<file path="src/rtl/core/cfp_pkg.sv">
// ----------------------------------------------------------------------------
// cfp_pkg
// Field widths and operator codes for the constant fold/propagate core.
// ----------------------------------------------------------------------------
package cfp_pkg;

	localparam int KIND_BITS = 3;
	localparam int ID_BITS   = 5;
	localparam int LIT_BITS  = 32;

	typedef logic [KIND_BITS-1:0] kind_t;
	typedef logic [ID_BITS-1:0]   var_id_t;
	typedef logic [LIT_BITS-1:0]  lit_t;

	localparam kind_t K_ADD    = 3'd0;
	localparam kind_t K_SUB    = 3'd1;
	localparam kind_t K_MUL    = 3'd2;
	localparam kind_t K_DIV    = 3'd3;
	localparam kind_t K_ASSIGN = 3'd4;
	localparam kind_t K_OTHER  = 3'd5;

endpackage

</file>
<file path="src/rtl/core/constant_fold_propagate_core.sv">
// ----------------------------------------------------------------------------
// constant_fold_propagate_core
// Substitutes known constants into three-address instructions, folds the
// computable ones and tracks which variables hold constants.
// ----------------------------------------------------------------------------
// An input transfer moves to S_RES, where the operands are resolved. Add, sub,
// assign, other and anything not folded then go to S_WB; a folded multiply first
// runs S_MUL (one 16-bit slice per cycle), and a folded divide first runs S_DIV
// (restoring, one bit/cycle) and then S_DFIN. One instruction in flight; the next
// input transfer is taken the cycle after the result enters the output register.
// Reset clears all known-constant bits at once; the value RAM is not cleared.
// ----------------------------------------------------------------------------
module constant_fold_propagate_core #(
	parameter int NUM_VARIABLES = 32,
	parameter int VALUE_BITS    = 32
) (
	input  logic                    clk,
	input  logic                    arst_n,

	input  logic                    in_valid,
	output logic                    in_stall,
	input  cfp_pkg::kind_t          kind,
	input  logic                    first_is_literal,
	input  logic signed [31:0]      first_literal,
	input  cfp_pkg::var_id_t        first_variable,
	input  logic                    second_is_literal,
	input  logic signed [31:0]      second_literal,
	input  cfp_pkg::var_id_t        second_variable,
	input  cfp_pkg::var_id_t        target_variable,

	output logic                    out_valid,
	input  logic                    out_stall,
	output logic                    removed,
	output cfp_pkg::kind_t          out_kind,
	output logic                    out_first_is_literal,
	output logic signed [31:0]      out_first_literal,
	output cfp_pkg::var_id_t        out_first_variable,
	output logic                    out_second_is_literal,
	output logic signed [31:0]      out_second_literal,
	output cfp_pkg::var_id_t        out_second_variable,
	output cfp_pkg::var_id_t        out_target_variable,
	output logic signed [31:0]      folded_value
);

	localparam int VB  = VALUE_BITS;
	localparam int AW  = $clog2(NUM_VARIABLES);
	localparam int IXW = 9;
	localparam int MC  = (VB + 15) / 16;
	localparam int MW  = MC * 16;
	localparam int MCW = (MC > 1) ? $clog2(MC) : 1;
	localparam int DCW = $clog2(VB);

	localparam logic [2:0] S_IDLE = 3'd0;
	localparam logic [2:0] S_RES  = 3'd1;
	localparam logic [2:0] S_MUL  = 3'd2;
	localparam logic [2:0] S_DIV  = 3'd3;
	localparam logic [2:0] S_DFIN = 3'd4;
	localparam logic [2:0] S_WB   = 3'd5;

	function automatic logic id_ok(input cfp_pkg::var_id_t id);
		return IXW'(id) < IXW'(NUM_VARIABLES);
	endfunction

	function automatic logic [AW-1:0] id_addr(input cfp_pkg::var_id_t id);
		logic [IXW-1:0] e;
		e = IXW'(id);
		return e[AW-1:0];
	endfunction

	function automatic logic [VB-1:0] lit_to_val(input cfp_pkg::lit_t l);
		logic [63:0] e;
		e = 64'($signed(l));
		return e[VB-1:0];
	endfunction

	function automatic cfp_pkg::lit_t val_to_32(input logic [VB-1:0] v);
		logic [63:0] e;
		e = 64'($signed(v));
		return e[31:0];
	endfunction

	function automatic logic [VB-1:0] magnitude(input logic [VB-1:0] v);
		return v[VB-1] ? (~v) + VB'(1) : v;
	endfunction

	logic [2:0]             state_q, state_d;
	logic [NUM_VARIABLES-1:0] known_q;
	logic [MCW-1:0]         mcnt_q;
	logic [DCW-1:0]         dcnt_q;

	cfp_pkg::kind_t         kind_q;
	logic                   fl_q, sl_q, ka_q, kb_q;
	cfp_pkg::lit_t          flit_q, slit_q;
	cfp_pkg::var_id_t       fvar_q, svar_q, tgt_q;
	logic [VB-1:0]          a_q, b_q, r_q, acc_q, dvs_q, rem_q;
	logic                   ca_q, cb_q, fold_q, neg_q;

	logic                   acc_in, wb_go, tgt_ok;
	logic [AW-1:0]          tgt_addr;
	logic [VB-1:0]          rd_a, rd_b, a_res, b_res;
	logic                   ca, cb, mul_go, div_go, mul_last, div_last;
	logic [MW-1:0]          b_sh;
	logic [VB+15:0]         prod;
	logic [VB-1:0]          part;
	logic [VB:0]            div_t, div_sub;
	logic                   div_ge;

	assign in_stall = (state_q != S_IDLE);
	assign acc_in   = in_valid && !in_stall;
	assign wb_go    = (state_q == S_WB) && (!out_valid || !out_stall);
	assign tgt_ok   = id_ok(tgt_q);
	assign tgt_addr = id_addr(tgt_q);

	cfp_ram #(
		.WIDTH(VB),
		.DEPTH(NUM_VARIABLES)
	) u_values (
		.clk    (clk),
		.we     (wb_go && fold_q && tgt_ok),
		.waddr  (tgt_addr),
		.wdata  (r_q),
		.raddr_a(id_addr(first_variable)),
		.raddr_b(id_addr(second_variable)),
		.rdata_a(rd_a),
		.rdata_b(rd_b)
	);

	// operand resolve; RAM data belongs to the read issued at the transfer
	assign a_res  = fl_q ? lit_to_val(flit_q) : rd_a;
	assign b_res  = sl_q ? lit_to_val(slit_q) : rd_b;
	assign ca     = fl_q || ka_q;
	assign cb     = sl_q || kb_q;
	assign mul_go = ca && cb;
	assign div_go = ca && cb && (b_res != '0);

	assign mul_last = (mcnt_q == MCW'(MC - 1));
	assign div_last = (dcnt_q == DCW'(VB - 1));

	assign b_sh = MW'(b_q) >> {mcnt_q, 4'd0};
	assign prod = (VB + 16)'(a_q) * (VB + 16)'(b_sh[15:0]);
	assign part = prod[VB-1:0] << {mcnt_q, 4'd0};

	assign div_t   = {rem_q, acc_q[VB-1]};
	assign div_sub = div_t - {1'b0, dvs_q};
	assign div_ge  = (div_t >= {1'b0, dvs_q});

	always_comb begin
		state_d = state_q;
		unique case (state_q)
			S_IDLE: begin
				if (acc_in) state_d = S_RES;
			end
			S_RES: begin
				if (kind_q == cfp_pkg::K_MUL && mul_go) state_d = S_MUL;
				else if (kind_q == cfp_pkg::K_DIV && div_go) state_d = S_DIV;
				else state_d = S_WB;
			end
			S_MUL: begin
				if (mul_last) state_d = S_WB;
			end
			S_DIV: begin
				if (div_last) state_d = S_DFIN;
			end
			S_DFIN: state_d = S_WB;
			S_WB: begin
				if (wb_go) state_d = S_IDLE;
			end
			default: state_d = S_IDLE;
		endcase
	end

	always_ff @(posedge clk or negedge arst_n) begin
		if (!arst_n) begin
			state_q   <= S_IDLE;
			known_q   <= '0;
			out_valid <= 1'b0;
			mcnt_q    <= '0;
			dcnt_q    <= '0;
		end else begin
			state_q <= state_d;
			if (state_q == S_RES) begin
				mcnt_q <= '0;
				dcnt_q <= '0;
			end
			if (state_q == S_MUL) mcnt_q <= mcnt_q + MCW'(1);
			if (state_q == S_DIV) dcnt_q <= dcnt_q + DCW'(1);
			if (wb_go && tgt_ok) known_q[tgt_addr] <= fold_q;
			if (wb_go) out_valid <= 1'b1;
			else if (!out_stall) out_valid <= 1'b0;
		end
	end

	always_ff @(posedge clk) begin
		if (acc_in) begin
			kind_q <= kind;
			fl_q   <= first_is_literal;
			flit_q <= first_literal;
			fvar_q <= first_variable;
			sl_q   <= second_is_literal;
			slit_q <= second_literal;
			svar_q <= second_variable;
			tgt_q  <= target_variable;
			ka_q   <= !first_is_literal && id_ok(first_variable)
			          && known_q[id_addr(first_variable)];
			kb_q   <= !second_is_literal && id_ok(second_variable)
			          && known_q[id_addr(second_variable)];
		end

		unique case (state_q)
			S_RES: begin
				a_q  <= a_res;
				b_q  <= b_res;
				ca_q <= ca;
				cb_q <= cb;
				unique case (kind_q)
					cfp_pkg::K_ADD: begin
						fold_q <= ca && cb;
						r_q    <= a_res + b_res;
					end
					cfp_pkg::K_SUB: begin
						fold_q <= ca && cb;
						r_q    <= a_res - b_res;
					end
					cfp_pkg::K_MUL: begin
						fold_q <= mul_go;
						acc_q  <= '0;
					end
					cfp_pkg::K_DIV: begin
						fold_q <= div_go;
						acc_q  <= magnitude(a_res);
						dvs_q  <= magnitude(b_res);
						rem_q  <= '0;
						neg_q  <= a_res[VB-1] ^ b_res[VB-1];
					end
					cfp_pkg::K_ASSIGN: begin
						fold_q <= ca;
						r_q    <= a_res;
					end
					default: fold_q <= 1'b0;
				endcase
			end
			S_MUL: begin
				acc_q <= acc_q + part;
				r_q   <= acc_q + part;
			end
			S_DIV: begin
				rem_q <= div_ge ? div_sub[VB-1:0] : div_t[VB-1:0];
				acc_q <= {acc_q[VB-2:0], div_ge};
			end
			S_DFIN: r_q <= neg_q ? (~acc_q) + VB'(1) : acc_q;
			default: ;
		endcase

		if (wb_go) begin
			removed               <= fold_q;
			out_kind              <= kind_q;
			out_first_is_literal  <= ca_q;
			out_first_literal     <= ca_q ? val_to_32(a_q) : '0;
			out_first_variable    <= ca_q ? '0 : fvar_q;
			out_second_is_literal <= cb_q;
			out_second_literal    <= cb_q ? val_to_32(b_q) : '0;
			out_second_variable   <= cb_q ? '0 : svar_q;
			out_target_variable   <= tgt_q;
			folded_value          <= fold_q ? val_to_32(r_q) : '0;
		end
	end

	a_accept_res: assert property (@(posedge clk) disable iff (!arst_n)
		acc_in |=> state_q == S_RES)
		else $error("transfer not followed by resolve");

	a_div_nonzero: assert property (@(posedge clk) disable iff (!arst_n)
		state_q == S_DIV |-> dvs_q != '0)
		else $error("divider running on zero divisor");

	a_known_set: assert property (@(posedge clk) disable iff (!arst_n)
		(wb_go && fold_q && tgt_ok) |=> known_q[tgt_addr])
		else $error("folded target not marked known");

	a_out_from_wb: assert property (@(posedge clk) disable iff (!arst_n)
		$rose(out_valid) |-> $past(state_q) == S_WB)
		else $error("result valid without write-back");

endmodule

</file>
<file path="src/rtl/core/cfp_ram.sv">
// ----------------------------------------------------------------------------
// cfp_ram
// Generic RAM: one write port, two read ports, registered read data.
// ----------------------------------------------------------------------------
module cfp_ram #(
	parameter int WIDTH = 32,
	parameter int DEPTH = 32
) (
	input  logic                     clk,
	input  logic                     we,
	input  logic [$clog2(DEPTH)-1:0] waddr,
	input  logic [WIDTH-1:0]         wdata,
	input  logic [$clog2(DEPTH)-1:0] raddr_a,
	input  logic [$clog2(DEPTH)-1:0] raddr_b,
	output logic [WIDTH-1:0]         rdata_a,
	output logic [WIDTH-1:0]         rdata_b
);

	logic [WIDTH-1:0] mem [DEPTH];

	always_ff @(posedge clk) begin
		if (we) begin
			mem[waddr] <= wdata;
		end
		rdata_a <= mem[raddr_a];
		rdata_b <= mem[raddr_b];
	end

endmodule

</file>
<file path="config.mk">
export PLATFORM = sky130hd
export DESIGN_NAME = constant_fold_propagate_core
export DESIGN_NICKNAME = d
export VERILOG_FILES = /design/src/rtl/core/cfp_pkg.sv /design/src/rtl/core/constant_fold_propagate_core.sv /design/src/rtl/core/cfp_ram.sv
export SDC_FILE = /design/constraint.sdc
export NUM_CORES = 2
export LEC_CHECK = 0
export BUFFER_PORTS_ARGS = -buffer_cell sky130_fd_sc_hd__buf_2
export CORE_MARGIN = 3
export CORE_UTILIZATION = 45
export CTS_CLUSTER_DIAMETER = 200
export CTS_CLUSTER_SIZE = 14
export DETAILED_ROUTE_END_ITERATION = 10
export HOLD_SLACK_MARGIN = 0.12
export PLACE_DENSITY = 0.69
export SETUP_SLACK_MARGIN = 0.2
export SLEW_MARGIN = 40
export SYNTH_ARGS = -nofsm -noshare
export SYNTH_HDL_FRONTEND = slang
export SYNTH_SLANG_ARGS = --single-unit
</file>
<file path="constraint.sdc">
create_clock -name clk -period 8.4 [get_ports clk]
set_input_delay 0.84 -clock clk [delete_from_list [all_inputs] [get_ports clk]]
set_output_delay 0.84 -clock clk [all_outputs]
set_load 0.05 [all_outputs]
</file>
# After elaboration in Yosys (flattened, before gate mapping)
# Memories as Yosys holds them, arrays and structs flattened. A register that Yosys moved wholly into a read port is not among the register bits.
# Index checks and enable logic that the tools add are counted.
dict set report classes {
  bitwise_logic 4
  multipliers 1
  n_lt_le_gt_ge 5
  eq_ne 18
  shifts 2
  addsub 9
  reduce_logical 32
  n_mux 35
}
# op count
set op_table {}
lappend op_table {{32-bit one-hot mux with 3 select lines} 3}
lappend op_table {{32-bit 2-to-1 mux} 6}
lappend op_table {{32-bit one-hot mux with 2 select lines} 2}
lappend op_table {{32-bit by 1-bit adder with 32-bit output (second input constant)} 3}
lappend op_table {{32-bit NOT} 3}
lappend op_table {{32-bit adder} 2}
lappend op_table {{32-bit subtractor} 2}
lappend op_table {{33-bit by 32-bit >= comparator with 1-bit output} 1}
lappend op_table {{32-bit bitwise mux} 1}
lappend op_table {{32-bit by 16-bit multiplier with 32-bit output} 1}
lappend op_table {{32-bit nonzero test} 1}
lappend op_table {{32-bit by 5-bit left shift with 32-bit output} 1}
lappend op_table {{32-bit by 5-bit right shift with 16-bit output} 1}
lappend op_table {{31-bit 2-to-1 mux} 1}
lappend op_table {{5-bit by 6-bit < comparator with 1-bit output (second input constant)} 3}
lappend op_table {{3-bit 2-to-1 mux} 6}
lappend op_table {{3-bit one-hot mux with 6 select lines} 1}
lappend op_table {{3-bit by 2-bit equality test with 1-bit output (second input constant)} 4}
lappend op_table {{1-bit binary-select mux with 5-bit select} 2}
lappend op_table {{1-bit logical AND} 10}
lappend op_table {{5-bit 2-to-1 mux} 2}
lappend op_table {{2-bit != test (second input constant)} 5}
lappend op_table {{3-bit equality test (second input constant)} 3}
lappend op_table {{1-bit 2-to-1 mux} 9}
lappend op_table {{other kinds (19)} 33}
dict set report word_totals {
  elab_cells 143
  ff_bits 441
  out_inout_bits 119
  mem_count 1
  ramBits 1024
}
# memory depth word_bits rd rd_clocked_by_memory_dff wr line
set memory_table {}
lappend memory_table {u_values.mem 32 32 2 2 1 cfp_ram.sv:19} ;# logic [WIDTH-1:0] mem [DEPTH];

# Depth between registers and ports, before layout
dict set report depth {
  depth_word 7
  ltp_mapped 38
  depth_no_buf 34
}

# By module
# A second synthesis with hierarchy kept.
dict set report hier_totals {
  hier_cells 7073
  area_unflattened_um2 86755.7
}
# mod instances cells_per_inst seq_area_each_um2 area_per_inst_um2
set modules_own_cells {}
lappend modules_own_cells {cfp_ram 1 3450 32030.7 50070.5}
lappend modules_own_cells {constant_fold_propagate_core 1 3623 13032.5 36685.2}

# Least setup slack after synthesis
# Ideal clock, no wire load.
dict set report synth_timing {
  path_kind {reg-to-reg}
  startpoint {reg mcnt_q}
  endpoint {reg r_q[31] (data pin)}
  required_ps 8238
  path_buffers 6
  setup_ps 162
  stages_incl_launch_ff 34
  arrival_time_ps 8601
  path_slack_ps -363
  cell_sequence {dfrtp_1 > clkbuf_1 > clkbuf_1 > clkbuf_1 > mux2_2 > clkbuf_1 > clkbuf_1 > nand2_1 > fa_1 > fa_1 > fa_1 > fa_1 > inv_1 > fa_1 > fa_1 > ha_1 > a21o_1 > a21oi_1 > nand2_1 > a21oi_1 > o31ai_1 > a21o_1 > xor2_1 > mux2_2 > ha_1 > clkbuf_1 > nand3_1 > a311oi_1 > nor2_1 > a21oi_1 > a221oi_1 > o31ai_1 > xnor3_1 > o2111ai_1}
}
dict set report synth_between {
  elab_chain_cells 5
}
# item line
set synth_lines {}
lappend synth_lines {{from (decl)} constant_fold_propagate_core.sv:88} ;# logic [MCW-1:0] mcnt_q;
lappend synth_lines {{from (signal assigned)} constant_fold_propagate_core.sv:185} ;# if (state_q == S_MUL) mcnt_q <= mcnt_q + MCW'(1);
lappend synth_lines {{32-bit by 5-bit right shift with 16-bit output} constant_fold_propagate_core.sv:139} ;# assign b_sh = MW'(b_q) >> {mcnt_q, 4'd0};
lappend synth_lines {{32-bit by 16-bit multiplier with 32-bit output} constant_fold_propagate_core.sv:140} ;# assign prod = (VB + 16)'(a_q) * (VB + 16)'(b_sh[15:0]);
lappend synth_lines {{32-bit by 5-bit left shift with 32-bit output *} constant_fold_propagate_core.sv:141} ;# assign part = prod[VB-1:0] << {mcnt_q, 4'd0};
lappend synth_lines {{32-bit adder *} constant_fold_propagate_core.sv:244} ;# r_q <= acc_q + part;
lappend synth_lines {{32-bit one-hot mux with 3 select lines *} constant_fold_propagate_core.sv:209} ;# unique case (state_q)
lappend synth_lines {{to (signal assigned)} constant_fold_propagate_core.sv:218} ;# r_q <= a_res + b_res;
lappend synth_lines {{to (signal assigned)} constant_fold_propagate_core.sv:244}
lappend synth_lines {{to (signal assigned)} constant_fold_propagate_core.sv:250} ;# S_DFIN: r_q <= neg_q ? (~acc_q) + VB'(1) : acc_q;
lappend synth_lines {{to (decl)} constant_fold_propagate_core.sv:95} ;# logic [VB-1:0] a_q, b_q, r_q, acc_q, dvs_q, rem_q;
# Mark *: on every way between the ends. The rest lies on a longest branch, timed or not.
# A chain may end at the register's enable or synchronous reset.

# Final worst setup path
dict set report layout_timing {
  startpoint {reg mcnt_q}
  endpoint {reg r_q[29] (data pin)}
}
# Same word-level chain as after synthesis.

==> impl_metrics.toml <==
[synthesis]
synthXorXnorAreaFrac_pct = 2.517
yosysTopAreaCell = "edfxtp_1"
synth_compound_area_share_pct = 4.264
synth_top_area_share_pct = 50.51
synthAdderAreaFrac_pct = 9.704
synth_async_sr_flop_share_pct = 2.747
ys_top_cells_by_area = "edfxtp_1 (51%), mux4_2 (18%), fa_1 (7.3%)"
synthSimpleGateAreaFrac_pct = 6.838
synth_warnings = 0
synth_cells = 5588
synth_top_family_by_area = "multiplexers"
seq_area_frac_synth_pct = 53.26
ys_types = 78
synth_flop_cell = "edfxtp_1"
syn_area_um2 = 84610
ys_ff_latch = 1529
synth_enable_flop_cells = 1423
synth_nets = 6148
synthMuxAreaShare_pct = 20.07
syn_avg_cell_area_um2 = 15.14

[layout]
nFillCells = 15230
drive_gt1_share_pct = 26.73
final_area_um2 = 94820
largest_register_ffs = 1024
area_growth_pct = 12.07
final_nets = 6453
fin_cells = 8476
largest-register = "u_values.mem"

[grt]
grt_first_pass_wirelength_mm = 367.0
grt_max_degree = 93
antenna_found_initial = 18
grt.total_usage_pct = 26.37
grt_pass1_vias = 52530
overflow = 0

[critical_path]
crit_fanout = 7
arrival_ns = 8.68
start_kind = "flop"
cp.required_ns = 8.95
critical_path_class = "reg -> reg"
cp_slowest_stage_delay_ns = 0.55
cpMostUsedCell = "fa_1"
end_kind = "flop"
cp_slowest_cell = "fa_1"

[floorplan]
die_h_um = 439.6
die_w_um = 439.6
boundaryPins = 207
core_um2 = 186200
die_area_um2 = 193300
num_rows = 158
initial_utilization_pct = 45.43

[cts]
clk_latency_ns = 0.82
cts_tree = "done"
holdBufCountCts = 0
cts_root_buf = "clkbuf_16"
cts_made_buffers = 119
htree_levels = 3
cts.sinks = 1529
clk_path_buf_depth = 3
clk_pin_slew_worst_paths_ns = 0.09

[place]
gp_congestion = 0.9766
place_area_um2 = 90130
hpwl_mm = 169.1
dp_cells = 8209
port_buffers = 206

[timing]
rsz0062_at_grt = "true"
fin_skew_ns = 0.07313
slew_viol_final = 0
fmax_ghz = 0.1230
holdWs_ns = 0.1573
finalHoldViolations = 0
fin_crit_ns = 8.132
relSlewSlack_pct = 38.55
setup_viol = 0
worst_slew_pin_slew_ns = 0.9217
fin_crit_sh_pct = 96.81

[route]
first_iter_violations = 6617
drc = 0
wl_per_cell_um = 30.08
final_antenna_net_count = 0
firstDrtPassIters = 8
vias = 52400
wl_mm = 255.0
vias_per_cell = 6.182

[min_path]
hold_class = "in -> async"

[flow_run]
max-cap-violations = 0

[outcome]
status = "completed"
-- cell type report --
cell class | count | area, um2 | area share, %
flip-flops and latches | 1529 | 45060 | 47.53
clock buffers | 206 | 3326 | 3.507
multi-input cells | 3311 | 37700 | 39.76
well taps | 2480 | 3103 | 3.273
clock inverters | 8 | 150.1 | 0.1584
repair buffers | 486 | 3770 | 3.976
inverters | 446 | 1679 | 1.771
diodes | 10 | 25.02 | 0.02639
-- cell usage in the layout (no fill, tap or decap), types with 106 or more instances in the layout --
cell type,count
mux4_2,660
nor2_1,194
fa_1,294
buf_2,198
xnor2_1,157
mux2_2,106
and2_1,269
nand2_1,392
edfxtp_1,1423
inv_1,425
o21ai_0,125
a21oi_1,119
buf_4,200
ha_1,149
clkbuf_16,121
-- metrics by stage --
stage | util, % | worst slack, ns | TNS, ns
2_1_floorplan | - | 0.2064 | 0
3_3_place_gp | 48.02 | 0.04250 | 0
3_5_place_dp | 48.40 | -0.1928 | -0.4333
4_1_cts | 50.41 | 0.2026 | 0
5_1_grt | 50.90 | 0.003149 | 0
6_report | 50.92 | 0.2677 | 0
-- worst max-delay path: cells and delay by family (launching register included) --
kind,cells,cell delay [ns]
adder cells (fa/ha/maj),8,3.58
AO/OA/AOI/OAI,11,2.09
buffers and inverters,8,0.77
AND/OR/NAND/NOR,4,0.70
flip-flops,1,0.46
multiplexers,1,0.25
-- cell usage after synthesis, types with 13 or more instances --
library cell / instances
o221ai_1: 19
dfrtp_1: 42
mux2_2: 120
o211ai_1: 18
mux4_2: 660
nand3_1: 40
xor2_1: 79
o21a_1: 18
o31ai_1: 24
nand4_1: 13
a211oi_1: 16
nor2_1: 234
buf_1: 62
a21o_1: 51
nand2_1: 406
ha_1: 165
edfxtp_1: 1423
clkbuf_1: 236
nand2b_1: 23
nor3b_1: 18
o21ai_0: 141
fa_1: 307
inv_1: 446
and2_1: 274
o22ai_1: 14
nor3_1: 45
and3_1: 18
nor4_1: 13
dfxtp_1: 64
xnor2_1: 159
a22oi_1: 21
a21oi_1: 141
a31oi_1: 16
or3_1: 20
mux2i_1: 76
nor2b_1: 31
-- kinds of logic after synthesis --
kind of cell | count (synthesis)
AO/OA/AOI/OAI | 559
XOR/XNOR | 240
adder cells (fa/ha/maj) | 472
buffers and inverters | 751
flip-flops | 1529
multiplexers | 856
AND/OR/NAND/NOR | 1181
-- timing repair --
action / 4_1_cts / 5_1_grt
setup endpoints to repair: 18 / 26
pin swaps: 11 / 112
gates resized for setup: 33 / 161
gates cloned: 3 / 1
buffers inserted: 12 / 22
hold endpoints to repair: 0 / 0
-- worst paths after layout --
path | startpoint | to | slack [ns] | depth (start not counted)
setup / recovery | mcnt_q | r_q[29] | 0.27 | 32
hold / removal | arst_n | dcnt_q[3] | 0.16 | 2
setup reg to reg | mcnt_q | r_q[29] | 0.27 | 32
hold reg to reg | dcnt_q[4] | dcnt_q[4] | 0.50 | 2
max in group asynchronous | arst_n | known_q[18] | 7.73 | 2
min in group clk | kind[2] | kind_q[2] | 0.22 | 1
-- per-layer routing --
metal	vias to the layer above	global-route usage [%]	wire length [um]
met1	27120	34.90	93400
met3	572	4.318	23740
met4	10	13.00	15630
met5	-	0	69
li1	21720	-	-
met2	2977	42.52	122100
Power is not shown: default switching activity piles up to over one toggle a cycle in this logic, so the estimate is an artifact.
